### src/hdl/mtc_pkg.sv
// ----------------------------------------------------------------------------
// mtc_pkg: shared definitions for the MIDI timecode start/stop sync block
// Action, transport and run codes, register indexes, quarter frame type codes and the
// beat types passed between the top level and the decision core.
// ----------------------------------------------------------------------------
package mtc_pkg;

  localparam int ACTION_W    = 3;
  localparam int FRAME_W     = 7;
  localparam int TICKS_W     = 32;
  localparam int TIMEOUT_W   = 16;
  localparam int CMD_W       = 2;
  localparam int CFG_IDX_W   = 2;
  localparam int CFG_DATA_W  = 16;

  // action codes
  localparam logic [ACTION_W-1:0] ACT_CLOCK = 3'd0;
  localparam logic [ACTION_W-1:0] ACT_START = 3'd1;
  localparam logic [ACTION_W-1:0] ACT_STOP  = 3'd2;
  localparam logic [ACTION_W-1:0] ACT_FRAME = 3'd3;
  localparam logic [ACTION_W-1:0] ACT_CHECK = 3'd4;

  // transport_cmd codes
  localparam logic [CMD_W-1:0] XPORT_NONE  = 2'd0;
  localparam logic [CMD_W-1:0] XPORT_START = 2'd1;
  localparam logic [CMD_W-1:0] XPORT_STOP  = 2'd2;

  // run_cmd codes
  localparam logic [CMD_W-1:0] RUN_NONE  = 2'd0;
  localparam logic [CMD_W-1:0] RUN_START = 2'd1;
  localparam logic [CMD_W-1:0] RUN_STOP  = 2'd2;

  // register indexes
  localparam logic [CFG_IDX_W-1:0] REG_SYNC_ENABLE   = 2'd0;
  localparam logic [CFG_IDX_W-1:0] REG_TIMEOUT_TICKS = 2'd1;

  localparam logic [TIMEOUT_W-1:0] TIMEOUT_RESET = 16'd400;

  // quarter frame byte fields
  localparam logic [2:0] FRAME_TYPE_FIRST = 3'd0;
  localparam logic [2:0] FRAME_TYPE_LAST  = 3'd7;

  typedef struct packed {
    logic [ACTION_W-1:0] action;
    logic [FRAME_W-1:0]  frame_byte;
    logic                seq_running;
    logic                ext_sync;
    logic [TICKS_W-1:0]  now_ticks;
  } item_t;

  typedef struct packed {
    logic             clock_pulse;
    logic [CMD_W-1:0] transport_cmd;
    logic [CMD_W-1:0] run_cmd;
  } result_t;

  typedef struct packed {
    logic                 sync_enable;
    logic [TIMEOUT_W-1:0] timeout_ticks;
  } cfg_t;

endpackage

### src/hdl/mtc_core.sv
// ----------------------------------------------------------------------------
// mtc_core: event decision logic and timecode state
// Decodes one registered event into a result and updates the frame-ignore
// flag, the timecode-running flag and the last frame time stamp.
// ----------------------------------------------------------------------------
module mtc_core (
  input  logic              clk,
  input  logic              rst_n,
  input  logic              step,
  input  mtc_pkg::item_t    item,
  input  mtc_pkg::cfg_t     cfg,
  output mtc_pkg::result_t  res
);

  logic                         ignore_frames_r, ignore_frames_nxt;
  logic                         tc_running_r, tc_running_nxt;
  logic [mtc_pkg::TICKS_W-1:0]  last_frame_r, last_frame_nxt;

  logic                         gate;
  logic [2:0]                   frame_type;
  logic [3:0]                   frame_value;
  logic [mtc_pkg::TICKS_W-1:0]  age;
  logic                         timed_out;

  assign gate        = cfg.sync_enable && item.ext_sync;
  assign frame_type  = item.frame_byte[6:4];
  assign frame_value = item.frame_byte[3:0];
  assign age         = item.now_ticks - last_frame_r;
  assign timed_out   = age > {{(mtc_pkg::TICKS_W-mtc_pkg::TIMEOUT_W){1'b0}}, cfg.timeout_ticks};

  always_comb begin
    ignore_frames_nxt = ignore_frames_r;
    tc_running_nxt    = tc_running_r;
    last_frame_nxt    = last_frame_r;
    res.clock_pulse   = 1'b0;
    res.transport_cmd = mtc_pkg::XPORT_NONE;
    res.run_cmd       = mtc_pkg::RUN_NONE;
    unique case (item.action)
      mtc_pkg::ACT_CLOCK: begin
        res.clock_pulse = gate;
      end
      mtc_pkg::ACT_START: begin
        if (gate) res.transport_cmd = mtc_pkg::XPORT_START;
      end
      mtc_pkg::ACT_STOP: begin
        if (gate) res.transport_cmd = mtc_pkg::XPORT_STOP;
      end
      mtc_pkg::ACT_FRAME: begin
        if (cfg.sync_enable) begin
          if (frame_type == mtc_pkg::FRAME_TYPE_FIRST) last_frame_nxt = item.now_ticks;
          // local play or external clock owns the transport: stamp only
          if (!item.seq_running && !item.ext_sync) begin
            priority if (item.frame_byte == '0) begin
              ignore_frames_nxt = 1'b0;
            end else if (ignore_frames_r) begin
              ignore_frames_nxt = 1'b1;
            end else if (frame_type != mtc_pkg::FRAME_TYPE_LAST) begin
              if (frame_value != 4'd0) ignore_frames_nxt = 1'b1;
            end else if (!item.frame_byte[0]) begin
              ignore_frames_nxt = 1'b1;
              tc_running_nxt    = 1'b1;
              last_frame_nxt    = item.now_ticks;
              res.run_cmd       = mtc_pkg::RUN_START;
            end
          end
        end
      end
      mtc_pkg::ACT_CHECK: begin
        if (tc_running_r) begin
          priority if (!item.seq_running) begin
            tc_running_nxt = 1'b0;
          end else if (timed_out) begin
            tc_running_nxt = 1'b0;
            res.run_cmd    = mtc_pkg::RUN_STOP;
          end
        end
      end
      default: begin
      end
    endcase
  end

  always_ff @(posedge clk) begin
    if (!rst_n) begin
      ignore_frames_r <= 1'b1;
      tc_running_r    <= 1'b0;
      last_frame_r    <= '0;
    end else if (step) begin
      ignore_frames_r <= ignore_frames_nxt;
      tc_running_r    <= tc_running_nxt;
      last_frame_r    <= last_frame_nxt;
    end
  end

  a_start_sets_flags: assert property (@(posedge clk) disable iff (!rst_n)
    step && res.run_cmd == mtc_pkg::RUN_START |=> tc_running_r && ignore_frames_r)
    else $error("timecode start did not set running and ignore flags");

  a_stop_clears_running: assert property (@(posedge clk) disable iff (!rst_n)
    step && res.run_cmd == mtc_pkg::RUN_STOP |=> !tc_running_r)
    else $error("timecode stop left running flag set");

  a_clock_keeps_state: assert property (@(posedge clk) disable iff (!rst_n)
    step && item.action == mtc_pkg::ACT_CLOCK |=>
      $stable(tc_running_r) && $stable(ignore_frames_r) && $stable(last_frame_r))
    else $error("clock beat changed timecode state");

  a_idle_keeps_state: assert property (@(posedge clk) disable iff (!rst_n)
    !step |=> $stable(tc_running_r) && $stable(ignore_frames_r) && $stable(last_frame_r))
    else $error("timecode state changed without a beat");

endmodule

### src/hdl/midi_timecode_start_stop_sync.sv
// ----------------------------------------------------------------------------
// midi_timecode_start_stop_sync: MIDI clock, transport and timecode sync
// Input register, decision core and output register with valid/stall on both
// sides, plus the sync_enable and timeout_ticks configuration registers.
// ----------------------------------------------------------------------------
// A beat taken into the input register has its result written to the output
// register as it advances. Throughput: one beat per cycle; input and output
// registers each hold one beat, and the input stalls only when both are full
// and the output is stalled. Reset (rst_n low, synchronous): both stages
// empty, sync_enable 0, timeout_ticks 400, frames ignored, timecode not running.
module midi_timecode_start_stop_sync (
  input  logic                              clk,
  input  logic                              rst_n,
  input  logic                              in_valid,
  output logic                              in_stall,
  input  logic [mtc_pkg::ACTION_W-1:0]      in_action,
  input  logic [mtc_pkg::FRAME_W-1:0]       in_frame_byte,
  input  logic                              in_seq_running,
  input  logic                              in_ext_sync,
  input  logic [mtc_pkg::TICKS_W-1:0]       in_now_ticks,
  output logic                              out_valid,
  input  logic                              out_stall,
  output logic                              out_clock_pulse,
  output logic [mtc_pkg::CMD_W-1:0]         out_transport_cmd,
  output logic [mtc_pkg::CMD_W-1:0]         out_run_cmd,
  input  logic                              cfg_valid,
  output logic                              cfg_ready,
  input  logic [mtc_pkg::CFG_IDX_W-1:0]     cfg_index,
  input  logic [mtc_pkg::CFG_DATA_W-1:0]    cfg_data
);

  logic               s1_valid_r;
  mtc_pkg::item_t     s1_item_r;
  logic               out_valid_r;
  mtc_pkg::result_t   out_res_r;
  mtc_pkg::cfg_t      cfg_r;
  mtc_pkg::result_t   core_res;

  logic out_free;
  logic s1_adv;
  logic in_take;

  assign out_free  = !out_valid_r || !out_stall;
  assign s1_adv    = s1_valid_r && out_free;
  assign in_stall  = s1_valid_r && !out_free;
  assign in_take   = in_valid && !in_stall;
  assign cfg_ready = 1'b1;

  always_ff @(posedge clk) begin
    if (!rst_n) begin
      cfg_r.sync_enable   <= 1'b0;
      cfg_r.timeout_ticks <= mtc_pkg::TIMEOUT_RESET;
    end else if (cfg_valid && cfg_ready) begin
      if (cfg_index == mtc_pkg::REG_SYNC_ENABLE) cfg_r.sync_enable <= cfg_data[0];
      if (cfg_index == mtc_pkg::REG_TIMEOUT_TICKS)
        cfg_r.timeout_ticks <= cfg_data[mtc_pkg::TIMEOUT_W-1:0];
    end
  end

  // input stage: load a new beat whenever the held one moves on or none is held
  always_ff @(posedge clk) begin
    if (!rst_n) begin
      s1_valid_r <= 1'b0;
    end else if (in_take || s1_adv) begin
      s1_valid_r <= in_take;
    end
  end

  always_ff @(posedge clk) begin
    if (in_take) begin
      s1_item_r.action      <= in_action;
      s1_item_r.frame_byte  <= in_frame_byte;
      s1_item_r.seq_running <= in_seq_running;
      s1_item_r.ext_sync    <= in_ext_sync;
      s1_item_r.now_ticks   <= in_now_ticks;
    end
  end

  mtc_core u_core (
    .clk   (clk),
    .rst_n (rst_n),
    .step  (s1_adv),
    .item  (s1_item_r),
    .cfg   (cfg_r),
    .res   (core_res)
  );

  always_ff @(posedge clk) begin
    if (!rst_n) begin
      out_valid_r <= 1'b0;
    end else if (out_free) begin
      out_valid_r <= s1_valid_r;
    end
  end

  always_ff @(posedge clk) begin
    if (s1_adv) out_res_r <= core_res;
  end

  assign out_valid         = out_valid_r;
  assign out_clock_pulse   = out_res_r.clock_pulse;
  assign out_transport_cmd = out_res_r.transport_cmd;
  assign out_run_cmd       = out_res_r.run_cmd;

  a_no_drop: assert property (@(posedge clk) disable iff (!rst_n)
    s1_valid_r && !s1_adv |=> s1_valid_r && $stable(s1_item_r))
    else $error("held input beat lost or changed");

  a_advance_fills_out: assert property (@(posedge clk) disable iff (!rst_n)
    s1_adv |=> out_valid_r)
    else $error("advanced beat did not reach the output register");

  a_stall_only_when_full: assert property (@(posedge clk) disable iff (!rst_n)
    in_stall |-> s1_valid_r && out_valid_r)
    else $error("input stalled with room in the pipeline");

endmodule
### config.mk
export PLATFORM = sky130hd
export DESIGN_NAME = midi_timecode_start_stop_sync
export DESIGN_NICKNAME = d
export VERILOG_FILES = /design/src/hdl/mtc_pkg.sv /design/src/hdl/mtc_core.sv /design/src/hdl/midi_timecode_start_stop_sync.sv
export SDC_FILE = /design/constraint.sdc
export NUM_CORES = 1
export LEC_CHECK = 0
export ABC_AREA = 1
export BUFFER_PORTS_ARGS = -buffer_cell sky130_fd_sc_hd__buf_2
export CORE_MARGIN = 2
export CORE_UTILIZATION = 61
export CTS_BUF_LIST = sky130_fd_sc_hd__clkbuf_8
export DETAILED_ROUTE_END_ITERATION = 10
export GPL_TIMING_DRIVEN = 0
export PLACE_DENSITY = 0.82
export SLEW_MARGIN = 0
export SYNTH_ARGS = -nofsm -noshare
export SYNTH_HDL_FRONTEND = slang
export SYNTH_SLANG_ARGS = --single-unit
### constraint.sdc
create_clock -name clk -period 3.29 [get_ports clk]
set_input_delay 0.329 -clock clk [delete_from_list [all_inputs] [get_ports clk]]
set_output_delay 0.329 -clock clk [all_outputs]
set_load 0.03 [all_outputs]
==> results.md, run 1 <==
* Cts bufs inserted at 9
* Post-synthesis mux area share at 0
* CTS clk-pin slew, worst paths at 110 ps
* XOR/XNOR Fraction of Synth Area at 0.0203
* Share of cells above drive strength 1 at 0.178
* Fin util at 0.732
* Die Y at 107 µm
* CTS tree: done
* Mean post-synth cell area at 7.19 µm²
* GP Congestion at 0.965
* Clk_skew at 11.6 ps
* Combinational family with the most area after synthesis: simple AND/OR/NAND/NOR gates
* Clock Latency Late Sink at 390 ps
* Pin count of the biggest net entering global routing at 45
* Diode count at 0
* Most instantiated cells after synthesis: nand2_1, inv_1, nor2_1, a21oi_1, dfxtp_1
* Net Count, Synth at 1014
* Post-synthesis adder-cell area fraction at 0.0941
* Dpl hpwl at 11200 µm
* First-pass GRT wire length at around 23000 µm
* Compound-gate portion of the synthesized area at 0.0995
* Remaining antenna violation count at 0
* Register bit total from synthesis at 102
* Fin nets at 1108
* Starting density of the core at 0.626
* Worst-path fanout max at 3
* H-Tree Depth at 3
* Number of flops mapped to enable cells by yosys at 49
* Startpoint types: flop
* Placed cell areas at 0.00700 mm²
* Initial antenna violation count at 0
* CTS Sinks at 102
* WS Path Type: reg -> reg
* Leading area contributor after synthesis: edfxtp_1
* Worst-Margin Slew at 965 ps
* Worst path arrival time at 3400 ps
* Slew Limit Fails at 0
* Simple-gate share of the synthesized area at 0.274
* Maximum vdd drop at approximately 0.3 mV
* I/O Pins at 75
* Top-count cell post-synth: nand2_1
* DRC Markers at 0
* Status: finished, final reports clean
* Predominant post-synthesis flop cell: dfxtp_1
* Sw Pwr at 0.000832 W
* Global route overflow at 0
* Die ar. at 0.0114 mm²
* Pleak at around 3.7 nW
* Row cnt at 37
* Yosys cell types at 34
* Synth area leaders: edfxtp_1, dfxtp_1, nand2_1, inv_1, ha_1
* Vias per cell at 5.10
* Ys async rst share at 0
* Per-cell routed wire length at about 13 µm
* Register area at ~0.0025 mm²
* Pint at 0.00189 W
* Vias in the first global route at 5009
* Relative slew slack at 0.355
* All-Layer GR Usage at 0.259
* Synth warn at 0
* Routed WL at 14900 µm
* Mapped Area at ~0.0065 mm²
* Post-synthesis sequential area ratio at 0.392
* Final setup viols at 0
* Core Box Area at 0.0103 mm²
* CTS root buffer: clkbuf_8
* Max-cap violation count at 0
* Post-synthesis instance total at ~900
* Combinational power share at 0.200
* Die width at 107 µm
* Syn-to-layout area delta at 16.9%
* Switching Share at 0.306
* PD cells at 360 mW/mm²
* Fmax at between 0.3 and 0.4 GHz
* Clock power frac at 0.282
* Final Cycle Share at 0.933
* Vias at 5781
* IO Port Bufs at 73
* Flop pwr share at 0.517
* Deepest clock path buffer count at 2
* Final number of hold-violating endpoints at 0
* Hold crit path type: in -> reg
* Area of the multi-input gates at 0.00344 mm²
* Share of the synthesized area in the top cell type at 0.228
* TritonRoute pass-1 iters at 5
* Layout filler cell count at approximately 800
* Min Tclk post-route at between 3000 and 4000 ps
* Final instance area at 0.00755 mm²
* Setup crit end kind: flop
* Req. time, crit path at around 3600 ps
* DRT iter0 DRCs at between 300 and 400
==> metal layers <==
metal,vias to the layer above,share of wire,global-route usage
li1,3009,-,-
met1,2568,0.46,0.357
met2,175,0.46,0.415
met3,29,0.056,0.0316
met4,0,0.025,0.104
met5,-,0,0
==> power by group through the flow <==
| stage | Sequential (W) | Combinational (W) | Clock (W) |
|---|---|---|---|
| floorplan | 0.00143 | 0.000345 | 0 |
| global placement | 0.00143 | 0.000476 | 0 |
| detailed placement | 0.00143 | 0.000486 | 0 |
| CTS | 0.00140 | 0.000490 | 0.000781 |
| global route | 0.00141 | 0.000616 | 0.000828 |
| finish | 0.00141 | 0.000545 | 0.000768 |
==> final cells by class <==
type | count | share of cell area
multi-input combinational | 594 | 0.456
sequential | 102 | 0.335
clock inverter | 7 | 0.00911
clock buffer | 9 | 0.0164
tap | 136 | 0.0225
timing repair buffer | 83 | 0.0583
inverter | 189 | 0.0939
buffer | 14 | 0.00894
==> kinds of logic after synthesis <==
| family | Yosys count |
|---|---|
| simple gates | 414 |
| buf+inv | 203 |
| compound gates | 116 |
| flops | 102 |
| fa+ha+maj | 48 |
| xor+xnor | 15 |
| other cells | 1 |
==> registers in the layout, indices dropped and copies added (netlist names) <==
register,flops
cfg_r,17
out_clock_pulse,1
out_run_cmd,2
out_transport_cmd,2
out_valid,1
s1_item_r,44
s1_valid_r,1
u_core.ignore_frames_r,1
u_core.last_frame_r,32
u_core.tc_running_r,1
==> what timing repair did <==
item / 4_1_cts / 5_1_grt
setup buffers: 0 / 10
resized for setup: 1 / 51
setup endpoints to repair: 1 / 2
hold buffers: 0 / 0
pin swaps: 0 / 20
==> worst max-delay path: stages (launching register included) <==
cell	delay (ps)
edfxtp_1	340
inv_1	50
ha_2	200
fa_2	400
inv_2	90
nand2_1	70
nand3_2	100
nand2_1	80
nand2_2	90
xor2_2	160
ha_1	240
nand2_1	120
o21ai_0	110
a21oi_1	120
nand2_1	60
nand2_1	80
nand3_1	100
nor2_1	100
nand2_1	70
nor2_2	140
nand3_1	90
nand2_1	60
nand2_1	60
a21oi_2	100
==> metrics by stage <==
stage / power, W / TNS, ps / hold slack, ps / worst slack, ps / cells
6_report: 0.00272 / 0 / 101 / 219 / 1134
5_1_grt: 0.00286 / -49.9 / 88.4 / -49.9 / 1134
4_1_cts: 0.00267 / 0 / 95.5 / 30.0 / 1124
3_5_place_dp: 0.00192 / 0 / 450 / 36.0 / 1108
3_3_place_gp: 0.00191 / 0 / 444 / 58.9 / 1108
2_1_floorplan: 0.00178 / 0 / 428 / 513 / 899
==> worst paths after layout <==
path,from,endpoint,slack (ps),cells past startpoint
setup / recovery,s1_item_r[0],u_core.tc_running_r,220,23
hold / removal,in_frame_byte[3],s1_item_r[37],100,1
setup reg to reg,s1_item_r[0],u_core.tc_running_r,220,23
hold reg to reg,u_core.last_frame_r[25],u_core.last_frame_r[25],460,2
==> cell usage in the layout, fill, tap and decap left out, types with 3 or more instances in the layout <==
cell	instances
nand2_1	246
inv_1	185
buf_2	74
nor2_1	62
a21oi_1	56
dfxtp_1	53
edfxtp_1	49
o21ai_0	34
ha_1	33
nand3_1	31
nand2_2	23
a211oi_1	16
ha_4	13
nor2_2	11
clkbuf_1	11
buf_4	11
xor2_1	10
clkbuf_8	10
nand4_1	7
nand3_2	6
nor4_1	5
and2_1	5
nor3_1	5
inv_2	4
a21oi_2	4
xor2_2	4
nor3_2	3
nor2_4	3
o211ai_1	3
(Power assumes the default switching activity.)
==> inputs of run 2 (changes only) <==
Settings changed: CELL_PAD_IN_SITES_DETAIL_PLACEMENT set to 0, CELL_PAD_IN_SITES_GLOBAL_PLACEMENT set to 2, CORE_UTILIZATION 61 to 35.
==> run 2 against run 1 <==
  * Sequential power hardly changed
  * Maximum frequency is 2.8% lower
  * Flip-flop and latch count stayed put
  * Clock skew is 3.7 ps higher
  * Via count is 1.9% lower
  * Critical endpoint unchanged
==> results.md, run 2 (synthesis gave the netlist of run 1 again) <==
* Power Total at 0.00290 W
* Area of the multi-input gates at between 0.003 and 0.004 mm²
* Flop pwr share at 0.486
* RSZ-0062 raised after global routing: true
* CTS root buffer: clkbuf_8
* Worst-path fanout max at 3
* Largest register FFs at 44
* Row cnt at 49
* DRC Markers at 0
* Cts bufs inserted at 9
* Vias in the first global route at 5355
* Clock Latency Late Sink at 400 ps
* Die width at 140 µm
* Crit path depth at 21
* Register area at 0.00253 mm²
* CTS tree: done
* Initial antenna violation count at 0
* Largest stage delay, worst path at 470 ps
* Remaining antenna violation count at 0
* Diode count at 0
* Commonest non-fill, non-tap cell in the layout: nand2_1
* Hold path cells at 1
* Startpoint types: flop
* Vias at 5672
* Hold crit path type: in -> reg
* Routed WL at roughly 18000 µm
* Clock power frac at 0.304
* Core Box Area at between 0.015 and 0.02 mm²
* Clk_skew at 15.3 ps
* Deepest clock path buffer count at 2
* Combinational power share at 0.210
* WS Path Type: reg -> reg
* PD cells at 361 mW/mm²
* WHS at ~94 ps
* Worst Path Buf+Inv at 2
* TritonRoute pass-1 iters at 5
* GP Congestion at 0.822
* Starting density of the core at 0.359
* Final Cycle Share at 0.960
* Post-route worst setup slack at ~130 ps
* H-Tree Depth at 3
* Crit path max-delay cell type: edfxtp_1
* Setup crit end kind: flop
* Fin nets at between 1000 and 1500
* Relative slew slack at 0.312
* Layout filler cell count at approximately 1900
* Vias per cell at between 4 and 5
* Global route overflow at 0
* Post-route insts no fill at between 1000 and 1500
* CTS clk-pin slew, worst paths at 120 ps
* Share of cells above drive strength 1 at 0.230
* Worst path arrival time at 3500 ps
* Pint at ~0.0020 W
* Top reg by flops: s1_item_r
* Maximum vdd drop at 0.248 mV
* Family with the most delay on the worst path: simple AND/OR/NAND/NOR gates
* Die ar. at between 0.015 and 0.02 mm²
* I/O Pins at 75
* Fmax at roughly 0.32 GHz
* Pleak at 3.83 nW
* Max-cap violation count at 0
* Syn-to-layout area delta at 24.3%
* IO Port Bufs at 73
* All-Layer GR Usage at 0.181
* Req. time, crit path at 3630 ps
* Reg-to-reg slack, setup at between 100 and 150 ps
* DRT iter0 DRCs at 247
* Slew Limit Fails at 0
* Placed Cells at 1202
* Min Tclk post-route at 3160 ps
* Crit-path most repeated cell: nand2_2
* Final setup viols at 0
* Status: finished, final reports clean
* First-pass GRT wire length at 27600 µm
* Pin count of the biggest net entering global routing at 36
* CTS hold repair buffers at 0
* Die Y at around 140 µm
* Biggest regs: s1_item_r (44), u_core.last_frame_r (32), cfg_r (17)
* Pre-CTS setup slack at -317 ps
* Sw Pwr at approximately 0.0009 W
* Switching Share at 0.308
* Final number of hold-violating endpoints at 0
* CTS Sinks at 102
* Worst reg-to-reg path cell count at 21
* Dpl hpwl at 14100 µm
* Per-cell routed wire length at 14.2 µm
* Worst-Margin Slew at 1020 ps
* CP cell instances: ha_4 -> buf_4 -> nand2_2 -> inv_2 -> and3_4 -> nand2_1 -> nand2_2 -> xor2_2 -> ha_1 -> nand2_2 -> nor3_2 -> nand3_1 -> nand2_2 -> nand3_2 -> nor2_2 -> nand2_2 -> nor2_4 -> nand3_2 -> nand2_1 -> nand2_1 -> a21oi_2
* Sum Neg Setup Slack at 0 ps
* Commonest non-fill, non-tap cells in the layout: nand2_1, inv_1, buf_2
==> run 2: cell type report <==
type	instances	share of cell area
multi-input combinational	594	0.452
sequential	102	0.315
inverter	189	0.0883
timing repair buffer	100	0.0723
tap	229	0.0357
clock buffer	9	0.0154
clock inverter	7	0.0122
buffer	14	0.00841
==> run 2: repair_timing <==
item | CTS | global route
endpoints found under the setup margin | 2 | 2
pin swaps | 3 | 43
gates resized for setup | 30 | 70
buffers inserted | 2 | 24
==> run 2: stage by stage <==
step,area [µm²],util
final,8030,0.446
after global routing,8030,0.446
after CTS,7540,0.418
after detailed placement,7140,0.396
after global placement,7120,0.395
after floorplan,6460,-
==> run 2: worst register-to-register path, delay by kind of cell (launching register included) <==
family                     cells  cell delay, ps
xor gates and xnor gates       1             150
AOI/OAI and AO/OA              1             100
DFF                            1             470
and+or+nand+nor               15            1620
buffers and inverters          2             200
adders and majority gates      2             570
==> run 2: per-layer routing <==
layer  vias up  wire (µm)  global-route usage
met5         -          0                   0
met4         0        333              0.0558
met3        20        689              0.0294
met2        99       7560               0.278
met1      2500       9060               0.263
li1       3053          -                   -
==> run 2: final timing paths <==
path / start / to
max: s1_item_r[7] / u_core.tc_running_r
min: in_now_ticks[24] / s1_item_r[24]
max reg2reg: s1_item_r[7] / u_core.tc_running_r
min reg2reg: u_core.last_frame_r[23] / u_core.last_frame_r[23]
==> run 2: power groups by stage <==
stage          registers, W  clock network [W]  logic, W
6_report            0.00141           0.000883  0.000608
3_5_place_dp        0.00143                  0  0.000519
5_1_grt             0.00141           0.000951  0.000693
4_1_cts             0.00141           0.000915  0.000541
3_3_place_gp        0.00144                  0  0.000513
2_1_floorplan       0.00143                  0  0.000345
==> inputs of run 3 (changes only) <==
Settings changed: ABC_AREA 1 to not set, CORE_UTILIZATION 35 to 37, PLACE_DENSITY 0.82 to 0.81.
==> run 3 against run 2 <==
  * The run now ends with negative setup slack left
  * Global-route usage rose by 0.43 points
  * Register-to-register slack lost 1600 ps
  * Worst hold slack improved by 6.4 ps
  * Combinational power decreased by 21%
  * Clock skew rose by 3.3 ps
  * Final cell count fell by 20%
  * Die area is 11% lower
  * Critical path depth did not move
  * Maximum frequency down 34%
  * Routed wire length decreased by 11%
  * Synthesized cell count fell by 24%
  * Largest cell class unchanged
==> results.md, run 3 <==
* Mapped Area at 0.00606 mm²
* Sw Pwr at 0.000792 W
* All-Layer GR Usage at 0.186
* Starting density of the core at 0.380
* Leading area contributor after synthesis: edfxtp_1
* Pleak at 2.56 nW
* Net Count, Synth at 799
* R2r startpoint: s1_item_r[8]
* WS Path Type: reg -> reg
* Pin count of the biggest net entering global routing at 27
* Mean post-synth cell area at a little under 9 µm²
* Commonest non-fill, non-tap cell in the layout: nand2_1
* First-pass GRT wire length at 26100 µm
* Failing checks: negative setup slack
* CP Launch Point: s1_item_r[8]
* Post-synthesis instance total at 684
* DRT iter0 DRCs at approximately 200
* Per-cell routed wire length at 15.7 µm
* Switching Share at 0.298
* Predominant post-synthesis flop cell: dfxtp_1
* TritonRoute pass-1 iters at 4
* I/O Pins at 75
* Remaining antenna violation count at 0
* Die ar. at 0.0174 mm²
* Vias in the first global route at 5264
* Worst reg-to-reg path cell count at 21
* Ys async rst share at 0
* Vias per cell at 5.13
* Global route overflow at 0
* Register bit total from synthesis at between 100 and 150
* CTS clk-pin slew, worst paths at roughly 120 ps
* End of the critical path: out_run_cmd[1]
* Status: finished, violations left
* GP Congestion at 0.882
* Post-synthesis sequential area ratio at 0.418
* Setup crit end kind: flop
* Simple-gate share of the synthesized area at 0.193
* Compound-gate portion of the synthesized area at 0.200
* Fin nets at 893
* Cts bufs inserted at 9
* Worst path arrival time at 4940 ps
* Sum Neg Setup Slack at -2460 ps
* Pre-CTS setup slack at -1710 ps
* Placed cell areas at 0.00679 mm²
* Row cnt at 46
* Die Y at 132 µm
* Top-count cell post-synth: nand2_1
* Number of flops mapped to enable cells by yosys at roughly 50
* Core Box Area at 0.0159 mm²
* DRC Markers at 0
* Register area at 0.00253 mm²
* Diode count at 0
* Yosys cell types at 65
* CTS Sinks at 102
* Layout filler cell count at 1612
* Routed WL at 15700 µm
* Min Tclk post-route at 4780 ps
* Initial antenna violation count at 2
* Deepest clock path buffer count at 2
* H-Tree Depth at 3
* Req. time, crit path at 3450 ps
* Post-synthesis mux area share at 0.00495
* Dpl hpwl at 12000 µm
* Share of cells above drive strength 1 at 0.181
* Final number of hold-violating endpoints at 0
* Worst r2r dst: out_run_cmd[1]
* Vias at 5128
* Commonest non-fill, non-tap cells in the layout: nand2_1, buf_2, inv_1, dfxtp_1, edfxtp_1
* Syn-to-layout area delta at 18.0%
* Most instantiated cells after synthesis: nand2_1, dfxtp_1, inv_1, edfxtp_1, a21boi_0
* Final instance area at 0.00715 mm²
* Die width at 132 µm
* CTS root buffer: clkbuf_8
* Post-route worst setup slack at -1490 ps
* Flop pwr share at 0.527
* Hold crit path type: in -> reg
* Share of the synthesized area in the top cell type at 0.243
* Area of the multi-input gates at 0.00340 mm²
* Fmax at 0.209 GHz
* Final Cycle Share at 1.45
* Worst-Margin Slew at just under 1000 ps
* Clock power frac at 0.292
* Clk_skew at ~19 ps
* Combinational power share at 0.180
* PD cells at 372 mW/mm²
* Largest register FFs at 44
* Top reg by flops: s1_item_r
* IO Port Bufs at 72
* Post-synthesis adder-cell area fraction at 0.100
* Worst-path fanout max at 6
* Synth warn at 0
* RSZ-0062 raised after global routing: true
* WHS at 101 ps
* Relative slew slack at 0.342
* Synth area leaders: edfxtp_1, dfxtp_1, ha_1, nand2_1, a21boi_0
* XOR/XNOR Fraction of Synth Area at 0.0332
* Reg-to-reg slack, setup at -1490 ps
* Pint at 0.00187 W
* Biggest regs: s1_item_r (44), u_core.last_frame_r (32), cfg_r (17)
* Maximum vdd drop at 0.307 mV
* CTS tree: done
* Max-cap violation count at 0
* Hold Path Origin: in_now_ticks[30]
* Combinational family with the most area after synthesis: compound AO/OA/AOI/OAI gates
* Startpoint types: flop
* CTS hold repair buffers at 0
* Final setup viols at 2
* Clock Latency Late Sink at ~400 ps
* Slew Limit Fails at 0
-- run 3: cell count changes after synthesis, moves of 16 or more --
cell      before  now
nand2_1      254  128
a21boi_0       0   48
inv_1        187   53
nand3_1       34   17
nor2_1        65   28
nand2_2       16    0
-- run 3: worst min path at each step --
stage / slack (ps) / to / depth (start not counted)
after floorplan: 430 / s1_item_r[0] / 0
after global placement: 450 / u_core.last_frame_r[21] / 2
after detailed placement: 460 / u_core.last_frame_r[24] / 2
after CTS: 80 / s1_item_r[30] / 1
after global routing: 80 / s1_item_r[26] / 1
final: 100 / s1_item_r[30] / 1
-- run 3: area by class of cell --
type	instances	area share
Inverter	53	0.0278
Tap cell	216	0.0378
Sequential cell	102	0.354
Buffer	25	0.0166
Multi-Input combinational cell	504	0.475
Clock buffer	9	0.0173
Clock inverter	7	0.00804
Timing Repair Buffer	83	0.0637
-- run 3: logic make-up after synthesis --
logic type               count (synthesis)
AO/OA/AOI/OAI                          183
XOR/XNOR                                23
adder cells (fa/ha/maj)                 48
buffers and inverters                   78
flip-flops                             102
multiplexers                             3
other                                    1
AND/OR/NAND/NOR                        246
-- run 3: worst max-delay path, stage by stage (launching register included) --
cell	delay, ps
edfxtp_1	440
ha_4	240
buf_8	130
a21oi_4	150
o21ai_2	80
and2_4	160
or3_1	350
a21oi_2	190
o21ai_2	90
xor2_1	200
ha_1	320
nand4_1	140
nand3b_1	170
buf_4	130
a21o_1	120
a21oi_1	120
nor4_4	250
nand2_1	90
or4_1	420
or4b_4	510
nor4_4	170
nor2_1	80
-- run 3: power by group through the flow --
stage,logic [W],registers (W),clock network (W)
global placement,0.000441,0.00143,0
detailed placement,0.000454,0.00143,0
floorplan,0.000306,0.00143,0
finish,0.000479,0.00140,0.000777
CTS,0.000471,0.00140,0.000811
global route,0.000540,0.00141,0.000850
-- run 3: metrics by stage --
stage / cells / utilization / total power (W)
global placement: 972 / 0.424 / 0.00187
detailed placement: 973 / 0.426 / 0.00188
CTS: 998 / 0.444 / 0.00268
finish: 999 / 0.449 / 0.00266
floorplan: 684 / - / 0.00174
global route: 999 / 0.449 / 0.00280
-- run 3: repair_timing --
item,in CTS,in global routing
resized for setup,5,14
setup endpoints to repair,2,2
pin swaps,7,12
buffers inserted,9,1
-- run 3: routing by layer --
layer | global-route usage | vias up | part of all wire
met5 | 0 | - | 0.0017
met4 | 0.0598 | 4 | 0.018
met3 | 0.0419 | 26 | 0.049
met2 | 0.294 | 104 | 0.44
met1 | 0.252 | 2403 | 0.49
li1 | - | 2591 | -
